==> config.mk <==
export PLATFORM = sky130hd
export DESIGN_NAME = debounced_button_command_framer_top
export DESIGN_NICKNAME = d
export VERILOG_FILES = /design/src/hdl/dbfr_pkg.sv /design/src/hdl/dbfr_front.sv /design/src/hdl/dbfr_cmdq.sv /design/src/hdl/dbfr_back.sv /design/src/hdl/debounced_button_command_framer_top.sv
export SDC_FILE = /design/constraint.sdc
export NUM_CORES = 1
export LEC_CHECK = 0
export BUFFER_PORTS_ARGS = -buffer_cell sky130_fd_sc_hd__buf_2
export CORE_MARGIN = 4
export CORE_UTILIZATION = 29
export CTS_CLUSTER_SIZE = 24
export DETAILED_ROUTE_END_ITERATION = 6
export GPL_TIMING_DRIVEN = 0
export PLACE_DENSITY = 0.55
export SYNTH_ARGS = -nofsm -noshare
export SYNTH_HDL_FRONTEND = slang
export SYNTH_HIERARCHICAL = 1
export SYNTH_SLANG_ARGS = --single-unit
==> constraint.sdc <==
create_clock -name clock -period 4.4 [get_ports clock]
set_input_delay 0.88 -clock clock [delete_from_list [all_inputs] [get_ports clock]]
set_output_delay 0.88 -clock clock [all_outputs]
set_load 0.005 [all_outputs]
==> src/hdl/dbfr_pkg.sv <==
// ============================================================================
// dbfr_pkg
// Shared constants, types and the frame byte table for the debounced button
// command framer.
// ============================================================================
package dbfr_pkg;

   // Debounce counter and setting widths
   localparam int COUNT_WIDTH = 16;
   localparam int TICKS_WIDTH = 16;
   localparam int CMP_WIDTH   = (COUNT_WIDTH > TICKS_WIDTH) ? COUNT_WIDTH : TICKS_WIDTH;

   // Volume widths and ceiling
   localparam int VOL_WIDTH     = 6;
   localparam int SAT_VOL_WIDTH = 5;
   localparam logic [VOL_WIDTH-1:0]     VOL_MAX     = 6'd30;
   localparam logic [SAT_VOL_WIDTH-1:0] VOL_MAX_SAT = 5'd30;

   // Register port
   localparam int CSR_ADDR_WIDTH = 3;
   localparam int CSR_DATA_WIDTH = 32;
   localparam logic REG_DEBOUNCE_TICKS = 1'b0;
   localparam logic REG_VOLUME_LEVEL   = 1'b1;

   // Frame bytes
   localparam logic [7:0] FRAME_HEAD = 8'hAA;
   localparam logic [7:0] OP_PLAY    = 8'h02;
   localparam logic [7:0] OP_STOP    = 8'h04;
   localparam logic [7:0] OP_VOLUME  = 8'h13;
   localparam logic [7:0] LEN_ZERO   = 8'h00;
   localparam logic [7:0] LEN_ONE    = 8'h01;
   localparam logic [7:0] SUM_PLAY   = 8'hAC;
   localparam logic [7:0] SUM_STOP   = 8'hAE;

   // Byte positions within the run of one tick
   localparam int IDX_WIDTH = 4;
   localparam logic [IDX_WIDTH-1:0] IDX_PLAY_HEAD = 4'd0;
   localparam logic [IDX_WIDTH-1:0] IDX_PLAY_CMD  = 4'd1;
   localparam logic [IDX_WIDTH-1:0] IDX_PLAY_LEN  = 4'd2;
   localparam logic [IDX_WIDTH-1:0] IDX_PLAY_SUM  = 4'd3;
   localparam logic [IDX_WIDTH-1:0] IDX_VOL_HEAD  = 4'd4;
   localparam logic [IDX_WIDTH-1:0] IDX_VOL_CMD   = 4'd5;
   localparam logic [IDX_WIDTH-1:0] IDX_VOL_LEN   = 4'd6;
   localparam logic [IDX_WIDTH-1:0] IDX_VOL_VAL   = 4'd7;
   localparam logic [IDX_WIDTH-1:0] IDX_VOL_SUM   = 4'd8;
   localparam logic [IDX_WIDTH-1:0] IDX_STOP_HEAD = 4'd9;
   localparam logic [IDX_WIDTH-1:0] IDX_STOP_CMD  = 4'd10;
   localparam logic [IDX_WIDTH-1:0] IDX_STOP_LEN  = 4'd11;
   localparam logic [IDX_WIDTH-1:0] IDX_STOP_SUM  = 4'd12;

   // Command queue depth
   localparam int CMDQ_DEPTH = 4;
   localparam int CMDQ_AW    = $clog2(CMDQ_DEPTH);
   localparam int CMDQ_CW    = $clog2(CMDQ_DEPTH + 1);

   // One classified tick that causes frames
   typedef struct packed {
      logic                     play;
      logic                     stop;
      logic [SAT_VOL_WIDTH-1:0] vol;
      logic                     playing;
   } cmd_type;

   // Byte at a run position, with the volume frame built from vol
   function automatic logic [7:0] frame_byte_at(input logic [IDX_WIDTH-1:0]     idx,
                                                 input logic [SAT_VOL_WIDTH-1:0] vol);
      logic [7:0] vol_byte;
      logic [7:0] res;
      vol_byte = {{(8-SAT_VOL_WIDTH){1'b0}}, vol};
      case (idx)
         IDX_PLAY_HEAD: res = FRAME_HEAD;
         IDX_PLAY_CMD:  res = OP_PLAY;
         IDX_PLAY_LEN:  res = LEN_ZERO;
         IDX_PLAY_SUM:  res = SUM_PLAY;
         IDX_VOL_HEAD:  res = FRAME_HEAD;
         IDX_VOL_CMD:   res = OP_VOLUME;
         IDX_VOL_LEN:   res = LEN_ONE;
         IDX_VOL_VAL:   res = vol_byte;
         IDX_VOL_SUM:   res = 8'(FRAME_HEAD + OP_VOLUME + LEN_ONE + vol_byte);
         IDX_STOP_HEAD: res = FRAME_HEAD;
         IDX_STOP_CMD:  res = OP_STOP;
         IDX_STOP_LEN:  res = LEN_ZERO;
         IDX_STOP_SUM:  res = SUM_STOP;
         default:       res = LEN_ZERO;
      endcase
      return res;
   endfunction

endpackage

==> src/hdl/dbfr_front.sv <==
// ============================================================================
// dbfr_front
// Debounces both buttons on each accepted tick, tracks the playing flag and
// emits one command for every tick that has a debounced press.
// ============================================================================
module dbfr_front (
   input  logic                               clock,
   input  logic                               reset,
   input  logic                               accept,
   input  logic                               play_level,
   input  logic                               stop_level,
   input  logic [dbfr_pkg::TICKS_WIDTH-1:0]   debounce_ticks,
   input  logic [dbfr_pkg::SAT_VOL_WIDTH-1:0] sat_vol,
   output logic                               cmd_push,
   output dbfr_pkg::cmd_type                  cmd_data
);
   import dbfr_pkg::*;

   typedef struct packed {
      logic                   stable;
      logic [COUNT_WIDTH-1:0] elapsed;
      logic                   press;
   } deb_type;

   logic                   play_stable_ff, play_stable_in;
   logic                   stop_stable_ff, stop_stable_in;
   logic [COUNT_WIDTH-1:0] play_elapsed_ff, play_elapsed_in;
   logic [COUNT_WIDTH-1:0] stop_elapsed_ff, stop_elapsed_in;
   logic                   playing_ff, playing_in;
   deb_type                play_deb, stop_deb;

   // Step one debouncer for one tick
   function automatic deb_type deb_step(input logic                   level,
                                        input logic                   stable,
                                        input logic [COUNT_WIDTH-1:0] elapsed,
                                        input logic [TICKS_WIDTH-1:0] ticks);
      deb_type r;
      r.stable  = stable;
      r.elapsed = elapsed;
      r.press   = 1'b0;
      if (level != stable) begin
         if (CMP_WIDTH'(elapsed) >= CMP_WIDTH'(ticks)) begin
            r.press   = stable & ~level;
            r.stable  = level;
            r.elapsed = '0;
         end else if (elapsed != '1) begin
            r.elapsed = elapsed + 1'b1;
         end
      end else begin
         r.elapsed = '0;
      end
      return r;
   endfunction

   // Classify the tick
   always_comb begin
      play_deb = deb_step(play_level, play_stable_ff, play_elapsed_ff, debounce_ticks);
      stop_deb = deb_step(stop_level, stop_stable_ff, stop_elapsed_ff, debounce_ticks);
      play_stable_in  = play_deb.stable;
      play_elapsed_in = play_deb.elapsed;
      stop_stable_in  = stop_deb.stable;
      stop_elapsed_in = stop_deb.elapsed;
      playing_in = playing_ff;
      if (play_deb.press) begin
         playing_in = 1'b1;
      end
      if (stop_deb.press) begin
         playing_in = 1'b0;
      end
   end

   // Hand a command on only when the tick causes frames
   assign cmd_push         = accept & (play_deb.press | stop_deb.press);
   assign cmd_data.play    = play_deb.press;
   assign cmd_data.stop    = stop_deb.press;
   assign cmd_data.vol     = sat_vol;
   assign cmd_data.playing = playing_in;

   // Hold debouncer state between ticks
   always_ff @(posedge clock) begin
      if (reset) begin
         play_stable_ff  <= 1'b1;
         stop_stable_ff  <= 1'b1;
         play_elapsed_ff <= '0;
         stop_elapsed_ff <= '0;
         playing_ff      <= 1'b0;
      end else if (accept) begin
         play_stable_ff  <= play_stable_in;
         stop_stable_ff  <= stop_stable_in;
         play_elapsed_ff <= play_elapsed_in;
         stop_elapsed_ff <= stop_elapsed_in;
         playing_ff      <= playing_in;
      end
   end

endmodule

==> src/hdl/dbfr_cmdq.sv <==
// ============================================================================
// dbfr_cmdq
// Short command queue between the debounce front and the frame serializer.
// ============================================================================
module dbfr_cmdq (
   input  logic              clock,
   input  logic              reset,
   input  logic              push,
   input  dbfr_pkg::cmd_type push_data,
   output logic              full,
   input  logic              pop,
   output dbfr_pkg::cmd_type pop_data,
   output logic              empty
);
   import dbfr_pkg::*;

   cmd_type              entry_ff [CMDQ_DEPTH];
   logic [CMDQ_AW-1:0]   wr_ptr_ff, wr_ptr_in;
   logic [CMDQ_AW-1:0]   rd_ptr_ff, rd_ptr_in;
   logic [CMDQ_CW-1:0]   count_ff, count_in;
   logic                 do_push, do_pop;

   assign full     = (count_ff == CMDQ_CW'(CMDQ_DEPTH));
   assign empty    = (count_ff == '0);
   assign pop_data = entry_ff[rd_ptr_ff];
   assign do_push  = push & ~full;
   assign do_pop   = pop & ~empty;

   // Advance pointers and occupancy
   always_comb begin
      wr_ptr_in = do_push ? CMDQ_AW'(wr_ptr_ff + 1'b1) : wr_ptr_ff;
      rd_ptr_in = do_pop  ? CMDQ_AW'(rd_ptr_ff + 1'b1) : rd_ptr_ff;
      count_in  = count_ff;
      if (do_push && !do_pop) begin
         count_in = count_ff + 1'b1;
      end else if (do_pop && !do_push) begin
         count_in = count_ff - 1'b1;
      end
   end

   always_ff @(posedge clock) begin
      if (reset) begin
         wr_ptr_ff <= '0;
         rd_ptr_ff <= '0;
         count_ff  <= '0;
      end else begin
         wr_ptr_ff <= wr_ptr_in;
         rd_ptr_ff <= rd_ptr_in;
         count_ff  <= count_in;
      end
   end

   // Store entries
   always_ff @(posedge clock) begin
      if (do_push) begin
         entry_ff[wr_ptr_ff] <= push_data;
      end
   end

endmodule

==> src/hdl/dbfr_back.sv <==
// ============================================================================
// dbfr_back
// Expands each queued command into its frame bytes, one item per cycle while
// the receiver keeps popping, through a registered output stage.
// ============================================================================
module dbfr_back (
   input  logic              clock,
   input  logic              reset,
   input  logic              q_empty,
   input  dbfr_pkg::cmd_type q_data,
   output logic              q_pop,
   output logic [7:0]        out_byte,
   output logic              out_last,
   output logic              out_playing,
   output logic              out_empty,
   input  logic              out_pop
);
   import dbfr_pkg::*;

   logic                 cur_valid_ff, cur_valid_in;
   cmd_type              cur_ff, cur_in;
   logic [IDX_WIDTH-1:0] idx_ff, idx_in;
   logic                 out_valid_ff, out_valid_in;
   logic [7:0]           out_byte_ff, out_byte_in;
   logic                 out_last_ff, out_last_in;
   logic                 out_playing_ff, out_playing_in;
   logic                 load_out, last_byte, finishing, take_cmd;
   logic [IDX_WIDTH-1:0] end_idx;

   // Decide what moves this cycle
   always_comb begin
      end_idx   = cur_ff.stop ? IDX_STOP_SUM : IDX_VOL_SUM;
      load_out  = cur_valid_ff & (~out_valid_ff | out_pop);
      last_byte = (idx_ff == end_idx);
      finishing = load_out & last_byte;
      take_cmd  = ~q_empty & (~cur_valid_ff | finishing);
   end

   assign q_pop = take_cmd;

   // Advance the run and load the output stage
   always_comb begin
      cur_in       = cur_ff;
      idx_in       = idx_ff;
      cur_valid_in = cur_valid_ff;
      if (take_cmd) begin
         cur_in       = q_data;
         idx_in       = q_data.play ? IDX_PLAY_HEAD : IDX_STOP_HEAD;
         cur_valid_in = 1'b1;
      end else if (finishing) begin
         cur_valid_in = 1'b0;
      end else if (load_out) begin
         idx_in = idx_ff + 1'b1;
      end
      out_byte_in    = frame_byte_at(idx_ff, cur_ff.vol);
      out_last_in    = last_byte;
      out_playing_in = cur_ff.playing;
      if (load_out) begin
         out_valid_in = 1'b1;
      end else if (out_pop) begin
         out_valid_in = 1'b0;
      end else begin
         out_valid_in = out_valid_ff;
      end
   end

   always_ff @(posedge clock) begin
      if (reset) begin
         cur_valid_ff <= 1'b0;
         out_valid_ff <= 1'b0;
      end else begin
         cur_valid_ff <= cur_valid_in;
         out_valid_ff <= out_valid_in;
      end
   end

   // Hold payload
   always_ff @(posedge clock) begin
      cur_ff <= cur_in;
      idx_ff <= idx_in;
      if (load_out) begin
         out_byte_ff    <= out_byte_in;
         out_last_ff    <= out_last_in;
         out_playing_ff <= out_playing_in;
      end
   end

   assign out_byte    = out_byte_ff;
   assign out_last    = out_last_ff;
   assign out_playing = out_playing_ff;
   assign out_empty   = ~out_valid_ff;

endmodule

==> src/hdl/debounced_button_command_framer_top.sv <==
// ============================================================================
// debounced_button_command_framer_top
// Debounced play and stop buttons turned into serial command frames.
// ============================================================================
// A tick is taken in every cycle that full is low; its debounce work is done
// at the accepting edge, so a tick that causes no frame produces no item. A
// debounced play press yields 9 items (play frame and volume frame), a stop
// press 4, both in one tick 13. Items leave one per cycle, while the receiver
// pops, from a registered output stage; up to 4 pressing ticks wait in the
// command queue before full rises. Every item of a tick carries the playing
// flag as it stands after that tick, and last_of_run marks its final item.
// The registers debounce_ticks (address 0) and volume_level (address 4) are
// written through the register port; the user must write them only while
// the block is idle, and the block itself does not enforce this.
module debounced_button_command_framer_top (
   input  logic                                clock,
   input  logic                                reset,
   // Tick input
   input  logic                                req_push,
   output logic                                req_full,
   input  logic                                req_play_level,
   input  logic                                req_stop_level,
   // Frame byte output
   output logic                                rsp_empty,
   input  logic                                rsp_pop,
   output logic [7:0]                          rsp_frame_byte,
   output logic                                rsp_last_of_run,
   output logic                                rsp_is_playing,
   // Register port
   input  logic                                csr_psel,
   input  logic                                csr_penable,
   input  logic                                csr_pwrite,
   input  logic [dbfr_pkg::CSR_ADDR_WIDTH-1:0] csr_paddr,
   input  logic [dbfr_pkg::CSR_DATA_WIDTH-1:0] csr_pwdata,
   output logic [dbfr_pkg::CSR_DATA_WIDTH-1:0] csr_prdata,
   output logic                                csr_pready
);
   import dbfr_pkg::*;

   logic [TICKS_WIDTH-1:0]   debounce_ticks_ff;
   logic [VOL_WIDTH-1:0]     volume_level_ff;
   logic [SAT_VOL_WIDTH-1:0] sat_vol;
   logic                     csr_write;
   logic                     reg_sel;
   logic                     accept;
   logic                     cmd_push, q_full, q_empty, q_pop;
   cmd_type                  cmd_data, q_data;

   // Register write and read
   assign csr_pready = 1'b1;
   assign csr_write  = csr_psel & csr_penable & csr_pwrite;
   assign reg_sel    = csr_paddr[2];

   always_ff @(posedge clock) begin
      if (reset) begin
         debounce_ticks_ff <= TICKS_WIDTH'(50);
         volume_level_ff   <= VOL_WIDTH'(20);
      end else if (csr_write) begin
         case (reg_sel)
            REG_DEBOUNCE_TICKS: debounce_ticks_ff <= csr_pwdata[TICKS_WIDTH-1:0];
            REG_VOLUME_LEVEL:   volume_level_ff   <= csr_pwdata[VOL_WIDTH-1:0];
            default: ;
         endcase
      end
   end

   always_comb begin
      case (reg_sel)
         REG_DEBOUNCE_TICKS: csr_prdata = CSR_DATA_WIDTH'(debounce_ticks_ff);
         REG_VOLUME_LEVEL:   csr_prdata = CSR_DATA_WIDTH'(volume_level_ff);
         default:            csr_prdata = '0;
      endcase
   end

   // Clamp volume to the ceiling
   assign sat_vol = (volume_level_ff > VOL_MAX) ? VOL_MAX_SAT
                                                : volume_level_ff[SAT_VOL_WIDTH-1:0];

   assign req_full = q_full;
   assign accept   = req_push & ~q_full;

   dbfr_front u_front (
      .clock          (clock),
      .reset          (reset),
      .accept         (accept),
      .play_level     (req_play_level),
      .stop_level     (req_stop_level),
      .debounce_ticks (debounce_ticks_ff),
      .sat_vol        (sat_vol),
      .cmd_push       (cmd_push),
      .cmd_data       (cmd_data)
   );

   dbfr_cmdq u_cmdq (
      .clock     (clock),
      .reset     (reset),
      .push      (cmd_push),
      .push_data (cmd_data),
      .full      (q_full),
      .pop       (q_pop),
      .pop_data  (q_data),
      .empty     (q_empty)
   );

   dbfr_back u_back (
      .clock       (clock),
      .reset       (reset),
      .q_empty     (q_empty),
      .q_data      (q_data),
      .q_pop       (q_pop),
      .out_byte    (rsp_frame_byte),
      .out_last    (rsp_last_of_run),
      .out_playing (rsp_is_playing),
      .out_empty   (rsp_empty),
      .out_pop     (rsp_pop)
   );

endmodule

* Word-level counts from Yosys, hierarchy flattened
Memories as Yosys holds them, arrays and structs flattened. A register that Yosys moved wholly into a read port is not among the register bits.
Index checks and enable logic that the tools add are counted.
** Storage, ports and cells
- Register bits after elaboration :: 87
- Output and inout port bits :: 45
- Logic and storage cells :: 119
- Memory bits (writable) :: 32
- Memories kept :: 1
** Cells by class
- Add/sub/neg operators :: 8
- Reduce and logical (&&, ||, !) cells :: 18
- Equal/unequal tests :: 19
- Muxes and demuxes :: 30
- $lt $le $gt $ge :: 3
- Bitwise logic cells :: 21
** Memory list
- u_cmdq.entry_ff :: depth 4, width 8, rd ports 1, clocked after Yosys merged registers in 1, write ports 1, line dbfr_cmdq.sv:17 : cmd_type entry_ff [CMDQ_DEPTH];
** Operators by type and width (count)
- $mux 16 :: 6
- $pmux 8 s9 :: 1
- $pmux 32 s2 :: 1
- $add 16x1->16 const B :: 2
- $ge 16x16->1 :: 2
- $ne 16x16->1 const B :: 2
- $eq 4x3->1 const B :: 4
- $eq 4x4->1 const B :: 4
- $mux 4 :: 4
- $mux 1 :: 12
- $and 1x1->1 :: 11
- $reduce_and 2->1 :: 5
- $mux 3 :: 3
- $add 8x5->8 const A :: 1
- $reduce_bool 2->1 :: 4
- $not 1->1 :: 7
- $gt 6x5->1 const B :: 1
- $ne 3x3->1 const B :: 2
- $reduce_and 3->1 :: 2
- $mux 5 :: 1
- $add 2x1->2 const B :: 2
- $add 4x1->4 const B :: 1
- $eq 4x1->1 const B :: 1
- $eq 4x2->1 const B :: 1
- other kinds (13) :: 19

* Logic depth before layout (Yosys ltp)
Gate-level depths: netlist (run 1).
- Depth in word-level cells :: 11
- Gate-level depth with buffers :: 16
- Gate-level depth less buffers :: 16

* Cells and area by module
Netlist (run 1), hierarchy kept.
** Modules (own cells, without submodules)
- dbfr_front :: area each 2777.7 um^2, times used 1, cells an instance 347
- dbfr_cmdq :: area each 1620.3 um^2, times used 1, cells an instance 90
- debounced_button_command_framer_top :: area each 1297.5 um^2, times used 1, cells an instance 139
- dbfr_back :: area each 1098.6 um^2, times used 1, cells an instance 90

* Least setup slack after synthesis (run 1)
OpenSTA, ideal clock, no wires.
- Path type :: register to register
- Start :: register debounce_ticks_ff[15]
- End :: register u_cmdq.count_ff[2]
- Arrival :: 3577 ps
- Setup time :: 70 ps
- Setup slack :: 753 ps
- Required time :: 4330 ps
- Cell stages (with the launch flop) :: 17
- Clock period less this slack :: 3647 ps
- Cells stage by stage :: dfxtp_1 > inv_1 > ha_1 > nand4_1 > or3_1 > o41ai_4 > or3_1 > and2_2 > o21a_1 > inv_1 > nor2_2 > ha_1 > inv_1 > fa_1 > xor2_1 > or3_1 > a21oi_1
** RTL lines
- start, declared :: line debounced_button_command_framer_top.sv:40 : logic [TICKS_WIDTH-1:0] debounce_ticks_ff;
- start signal, assigned :: line debounced_button_command_framer_top.sv:60 : REG_DEBOUNCE_TICKS: debounce_ticks_ff <= csr_pwdata[TICKS_WIDTH-1:0];
- end signal, assigned :: line dbfr_cmdq.sv:49 : count_ff <= count_in;
- end, declared :: line dbfr_cmdq.sv:20 : logic [CMDQ_CW-1:0] count_ff, count_in;

==> flow_summary.rst, run 1 <==
.. list-table::
   :header-rows: 1

   * - Metric
     - Value
   * - Boundary Pins
     - 89
   * - Crit path DAT
     - 4.35 ns
   * - Cell Rows
     - 55
   * - Hold crit path type
     - flip-flop to flip-flop
   * - Leakage
     - 3.22 nW
   * - RSZ-0062 raised after global routing
     - false
   * - Count of final max-slew check failures
     - 0
   * - Nature of the critical path startpoint
     - flip-flop
   * - Share of the yosys chip area belonging to registers
     - 43.5%
   * - Dominant delay contributor by cell family on the critical path
     - simple AND/OR/NAND/NOR gates
   * - Number of H-tree levels
     - 4
   * - Total congestion overflow
     - 0
   * - Total Nets Final
     - 843
   * - Max-cap violations
     - 0
   * - Synth top area share
     - 23.4%
   * - Overall Global Routing Usage
     - 12.5%
   * - Clock slew at reported path FFs
     - 0.05 ns
   * - Post-Synthesis Mean Instance Area
     - 10.2 um^2
   * - Min Clock Period, post-route
     - 4.01 ns
   * - Average detailed-routed wire length per instance
     - 14.8 um
   * - Slowest stage cell, crit path
     - or3_1
   * - Mean number of vias per cell
     - 4.76
   * - Quantity of I/O buffers inserted on ports
     - 52
   * - Slew of the pin with the lowest slew margin
     - 0.806 ns
   * - Most area-consuming cells after synthesis
     - edfxtp_1 (23%), dfxtp_1 (20%), ha_1 (8.5%)
   * - Ordered cell list for the critical path
     - inv_1 > ha_1 > nand4_1 > or3_1 > o41ai_4 > or3_1 > and2_2 > o21a_1 > inv_1 > nor2_2 > ha_1 > inv_1 > fa_1 > xor2_1 > or3_1 > a21oi_1
   * - Setup Viol. Count Final
     - 0
   * - Sort of element at the end of the critical path
     - flip-flop
   * - Clock tree from TritonCTS
     - done
   * - Worst clock skew
     - 0.00692 ns
   * - CTS Buf Count
     - 17
   * - Filler instances
     - 2,362
   * - Number of global-route vias before repair
     - 4,922
   * - Routability congestion estimate from global placement
     - 0.842
   * - Total Power Consumption
     - 2.82 mW
   * - PD cells
     - 346 nW/um^2
   * - Relative slew slack
     - 46.2%
   * - Count of non-filler cells in the finished layout
     - 1,078
   * - Post-synth top cells
     - dfxtp_1 (68), nor2_1 (56), edfxtp_1 (53)
   * - Largest area contributor in the synthesized netlist
     - edfxtp_1
   * - Number of hold buffers added after cts
     - 0
   * - DRC violation total after the first TritonRoute iteration
     - 426
   * - Warnings, synthesis
     - 6
   * - Setup Buffers After CTS
     - 0
   * - Number of nets still failing antenna checks after routing
     - 0
   * - Ratio of final minimum period to clock period
     - 91.2%
   * - Cell count after placement
     - 1,046
   * - Width of the die
     - 161 um
   * - Maximum number of pins on one net before global-route repair
     - 17
   * - Highest cell delay on the worst timing path
     - 0.48 ns
   * - Critical path fanouts, max
     - 7
   * - Worst path buffer plus inverter count
     - 3
   * - Wirelength, routed
     - 16,000 um
   * - Class of the most critical setup path
     - flip-flop to flip-flop
   * - Number of vias after detailed routing
     - 5,134
   * - Achievable frequency
     - 249 MHz
   * - Synth Flop Type
     - dfxtp_1
   * - Initial core utilization
     - 29.7%
   * - Number of antenna violations at the first check in global routing
     - 0
   * - Max clock buf depth
     - 2
   * - Post-synthesis register bit count
     - 121
   * - Worst vdd ir
     - 0.209 mV
   * - Total count of hold-check failures in the final report
     - 0
   * - First-pass GRT wire length
     - 26,000 um
   * - Core Footprint
     - 22,800 um^2
   * - Iteration count of the initial detailed-routing pass
     - 7
   * - Worst EP required
     - 4.74 ns
   * - CTS sink count
     - 121
   * - Number of flops mapped to enable cells by yosys
     - 53
   * - Proportion of register bits with asynchronous set or reset after synthesis
     - 0%
   * - Post-synthesis cell area
     - 6790 um^2
   * - Vertical extent of the die
     - 161 um
   * - Total die area
     - 25,900 um^2
   * - Count of distinct cell types in the synthesized netlist
     - 77
   * - Layout overhead on the synthesized area
     - 19.8%
   * - Clock latency on the worst-skew pair
     - 0.41 ns
   * - Most instantiated library cell after synthesis
     - dfxtp_1
   * - Outcome
     - finished clean
   * - Worst Hold Slack
     - 0.454 ns
   * - Ant. Diodes
     - 0
   * - Ratio of cells with drive above 1 in the final layout
     - 19.5%
   * - DR DRC count
     - 0
   * - Cell count after synthesis
     - 666
   * - Post-layout utilization of the core
     - 35.6%
   * - Clock root cell
     - clkbuf_16
   * - Dpl hpwl
     - 11,700 um
[path summary, 6_finish.rpt]
path,start,end,slack (ns),cells after the start
max,debounce_ticks_ff[15],u_cmdq/count_ff[2],0.39,16
min,u_back/out_playing_in,u_back/out_playing,0.45,0
max reg2reg,debounce_ticks_ff[15],u_cmdq/count_ff[2],0.39,16
min reg2reg,u_back/out_playing_in,u_back/out_playing,0.45,0
[power breakdown]
part	total, mW	internal, mW	switching, mW
combinational	0.139	0.0603	0.0784
sequential	1.18	1.17	0.00592
clock	1.50	0.995	0.507
total	2.82	2.23	0.591
[metrics by stage]
| stage | setup WS [ns] | setup TNS (ns) | area (um^2) |
|---|---|---|---|
| detailed placement | -0.0603 | -0.0603 | 7500 |
| finish | 0.388 | 0 | 8140 |
| floorplan | 0.753 | 0 | 6850 |
| CTS | 0.235 | 0 | 8130 |
| global route | 0.00345 | 0 | 8140 |
| global placement | -0.0181 | -0.0181 | 7500 |
[timing repair]
item | CTS | global route
endpoints found under the hold margin | 0 | 0
setup endpoints to repair | 0 | 1
gates resized for setup | 0 | 2
[area by class of cell]
type	instances	area [um^2]	area share [%]
Timing Repair Buffer	52	260	3.20
Multi-Input combinational cell	480	3480	42.7
Clock inverter	15	205	2.52
Clock buffer	17	425	5.23
Inverter	35	131	1.61
Sequential cell	121	2950	36.3
Tap cell	313	392	4.81
Buffer	45	297	3.64
[worst reg2reg max path: stages, from the launching register on]
cell and delay, ns:
dfxtp_1 0.35, inv_1 0.10, ha_1 0.32, nand4_1 0.16, or3_1 0.48, o41ai_4 0.39
or3_1 0.22, and2_2 0.22, o21a_1 0.15, inv_1 0.07, nor2_2 0.23, ha_1 0.22
inv_1 0.06, fa_1 0.37, xor2_1 0.16, or3_1 0.30, a21oi_1 0.15
[sequential cells by signal, summed over array words and instances (netlist names), named ones only]
register	flops
u_back/out_valid_ff	1
u_back/out_playing_in	1
u_back/cur_ff	6
u_cmdq/count_ff	3
u_front/playing_ff	1
u_back/out_last	1
volume_level_ff	6
u_cmdq/rd_ptr_ff	2
u_back/out_byte	8
u_back/cur_valid_ff	1
u_back/out_playing	1
u_cmdq/wr_ptr_ff	2
debounce_ticks_ff	16
u_front/stop_stable_ff	1
u_front/stop_elapsed_ff	16
u_cmdq/entry_ff	32
u_front/play_stable_ff	1
u_back/idx_ff	4
u_front/play_elapsed_ff	16
[cell families after synthesis]
| logic type | count (synthesis) | share of synthesized area, % |
|---|---|---|
| AND/OR/NAND/NOR | 256 | 20.6 |
| flip-flops | 121 | 43.5 |
| AO/OA/AOI/OAI | 110 | 11.8 |
| buffers and inverters | 80 | 6.30 |
| adder cells (fa/ha/maj) | 47 | 8.77 |
| multiplexers | 43 | 7.92 |
| XOR/XNOR | 7 | 1.01 |
| other | 2 | 0.111 |
[cell usage in the layout (no fill, tap or decap), drive strengths merged, types with 4 or more instances in the layout]
cell type  instances
mux2i             29
nor2b             19
mux4               8
and4               4
edfxtp            53
dfxtp             68
a22o               6
nor3              13
nand3             29
conb              17
o21a               6
nor3b              4
bufinv             5
ha                46
nand2b            38
o21ai             22
a21oi             27
and2              13
nor2              57
inv               36
a31oi              7
xor2               4
nand3b             4
or3                5
nand2             34
a211oi             4
nor4               5
nand4             13
mux2               6
buf               82
and3               5
clkinv             7
o311ai             8
or2                6
clkbuf            32
a21o               5
[layer usage]
metal | track usage (%) | wire length [um] | up-vias
met2 | 20.6 | 7700 | 145
met4 | 4.30 | 167 | 0
met5 | 0 | 0 | -
met3 | 2.88 | 734 | 20
met1 | 16.2 | 7360 | 2415
li1 | - | - | 2554
No activity file was read; power rests on OpenSTA's default activity.
==> inputs of run 2 (changes only) <==
CORE_MARGIN = 2   (was 4)
REMOVE_ABC_BUFFERS = 1   (was not set)
==> run 2 against run 1 <==
Via count down 5.3%. Sequential share of layout area up 1.4 points. Core utilization down 2.0 points. Global-route usage decreased by 0.23 points. Non-clock buffer count down 42. First-iteration DRC count fell by 34%. Sequential power about the same. Fmax is 0.49% lower. Combinational power down 17%. Clock skew grew 0.0038 ns. Critical path type unchanged. Power fell by 5.2%. Register-to-register slack worse by 0.02 ns.
==> flow_summary.rst, run 2 (synthesized netlist as in run 1, its figures left out) <==
.. list-table::
   :header-rows: 1

   * - Metric
     - Value
   * - Outcome
     - finished clean
   * - Min-delay src
     - u_back/out_playing_in
   * - Min Clock Period, post-route
     - 4.03 ns
   * - Ratio of cells with drive above 1 in the final layout
     - 16.6%
   * - Sort of element at the end of the critical path
     - flip-flop
   * - Leakage
     - 3.03 nW
   * - Total Nets Final
     - 801
   * - Total congestion overflow
     - 0
   * - Number of hold buffers added after cts
     - 0
   * - Critical register-to-register path endpoint
     - u_cmdq/count_ff[2]
   * - Total die area
     - 24,700 um^2
   * - Filler instances
     - 2,422
   * - Iteration count of the initial detailed-routing pass
     - 4
   * - Max clock buf depth
     - 2
   * - Setup Buffers After CTS
     - 0
   * - Number of global-route vias before repair
     - 4,629
   * - Count of final max-slew check failures
     - 0
   * - Clock root cell
     - clkbuf_16
   * - PD cells
     - 341 nW/um^2
   * - Most frequent standard cell in the layout excluding fill and tap cells
     - dfxtp_1
   * - Wirelength, routed
     - 14,200 um
   * - Post-layout utilization of the core
     - 33.7%
   * - Dpl hpwl
     - 10,100 um
   * - Number of flip-flops in the largest register
     - 32
   * - Worst EP required
     - 4.75 ns
   * - RSZ-0062 raised after global routing
     - false
   * - DR DRC count
     - 0
   * - Clock slew at reported path FFs
     - 0.06 ns
   * - Quantity of I/O buffers inserted on ports
     - 53
   * - Class of the most critical setup path
     - flip-flop to flip-flop
   * - Vertical extent of the die
     - 157 um
   * - Layout overhead on the synthesized area
     - 15.2%
   * - Max-cap violations
     - 0
   * - Ratio of final minimum period to clock period
     - 91.6%
   * - Number of cells on the worst reg-to-reg path
     - 16
   * - Number of nets still failing antenna checks after routing
     - 0
   * - Worst clock skew
     - 0.0107 ns
   * - First-pass GRT wire length
     - 23,600 um
   * - Overall Global Routing Usage
     - 12.3%
   * - Mean number of vias per cell
     - 4.66
   * - Slew of the pin with the lowest slew margin
     - 1.06 ns
   * - Boundary Pins
     - 89
   * - Relative slew slack
     - 29.2%
   * - Reg2reg start
     - debounce_ticks_ff[14]
   * - Cell Rows
     - 56
   * - Crit path DAT
     - 4.38 ns
   * - Total Power Consumption
     - 2.67 mW
   * - Core Footprint
     - 23,300 um^2
   * - Clock latency on the worst-skew pair
     - 0.43 ns
   * - Register-to-register path setup slack
     - 0.37 ns
   * - Worst vdd ir
     - 0.222 mV
   * - Worst Hold Path EP
     - u_back/out_playing
   * - Cell count of the worst hold path
     - 0
   * - Achievable frequency
     - 248 MHz
   * - Number of vias after detailed routing
     - 4,860
   * - Critical path fanouts, max
     - 7
   * - Clock tree from TritonCTS
     - done
   * - Most flops, register
     - u_cmdq/entry_ff
   * - Maximum number of pins on one net before global-route repair
     - 77
   * - Most frequent cells in the layout
     - dfxtp_1 (68), nor2_1 (56), buf_2 (53), edfxtp_1 (53), ha_1 (46)
   * - Nature of the critical path startpoint
     - flip-flop
   * - Initial core utilization
     - 29.2%
   * - Hold crit path type
     - flip-flop to flip-flop
   * - Total count of hold-check failures in the final report
     - 0
   * - CTS sink count
     - 121
   * - Number of antenna violations at the first check in global routing
     - 0
   * - CTS Buf Count
     - 17
   * - Ant. Diodes
     - 0
   * - DRC violation total after the first TritonRoute iteration
     - 281
   * - Average detailed-routed wire length per instance
     - 13.6 um
   * - Number of H-tree levels
     - 4
   * - Routability congestion estimate from global placement
     - 0.792
   * - Setup Viol. Count Final
     - 0
   * - Number of instances resized during post-cts repair
     - 0
   * - Width of the die
     - 157 um
run 2: stage by stage:
stage	area [um^2]	std cells	setup slack [ns]	hold WS [ns]	setup TNS, ns
floorplan	6550	636	0.730	0.400	0
global placement	7220	1008	-0.294	0.443	-0.351
detailed placement	7240	1009	0.316	0.439	0
CTS	7810	1041	0.294	0.453	0
global route	7830	1042	0.0701	0.465	0
finish	7830	1042	0.369	0.445	0
run 2: area by class of cell:
| cell class | count | area [um^2] | share of cell area, % |
|---|---|---|---|
| Multi-Input combinational cell | 480 | 3470 | 44.3 |
| Tap cell | 319 | 399 | 5.10 |
| Clock buffer | 22 | 444 | 5.67 |
| Sequential cell | 121 | 2950 | 37.7 |
| Clock inverter | 10 | 130 | 1.66 |
| Inverter | 35 | 131 | 1.68 |
| Timing Repair Buffer | 55 | 300 | 3.84 |
run 2: metal layers:
layer	global-route usage, %	wire [um]	part of all wire (%)	up-vias
met5	0	0	0	-
met4	4.24	188	1.3	0
met3	3.47	574	4.0	16
met2	20.8	6860	48	90
met1	14.9	6560	46	2269
li1	-	-	-	2485
run 2: worst max-delay path by stage:
stage,from,end,slack (ns)
2_1_floorplan,req_push,u_cmdq/count_ff[2],0.73
3_3_place_gp,req_push,u_cmdq/count_ff[2],-0.29
3_5_place_dp,debounce_ticks_ff[14],u_cmdq/count_ff[2],0.32
4_1_cts,debounce_ticks_ff[14],u_cmdq/count_ff[2],0.29
5_1_grt,debounce_ticks_ff[13],u_cmdq/count_ff[2],0.07
6_report,debounce_ticks_ff[14],u_cmdq/count_ff[2],0.37
run 2: critical path, stage by stage (launching register included):
cell     delay, ns
dfxtp_1       0.35
inv_1         0.08
ha_1          0.31
nand4_1       0.12
or3_1         0.46
o41ai_4       0.50
or3_1         0.23
and2_2        0.23
o21a_1        0.15
inv_1         0.06
nor2_2        0.22
ha_1          0.22
inv_1         0.06
fa_1          0.37
xor2_1        0.15
or3_1         0.31
a21oi_1       0.13
run 2: power breakdown:
part           switching [mW]  internal (mW)
Clock                   0.496          0.883
Combinational          0.0676         0.0482
Sequential            0.00562           1.17
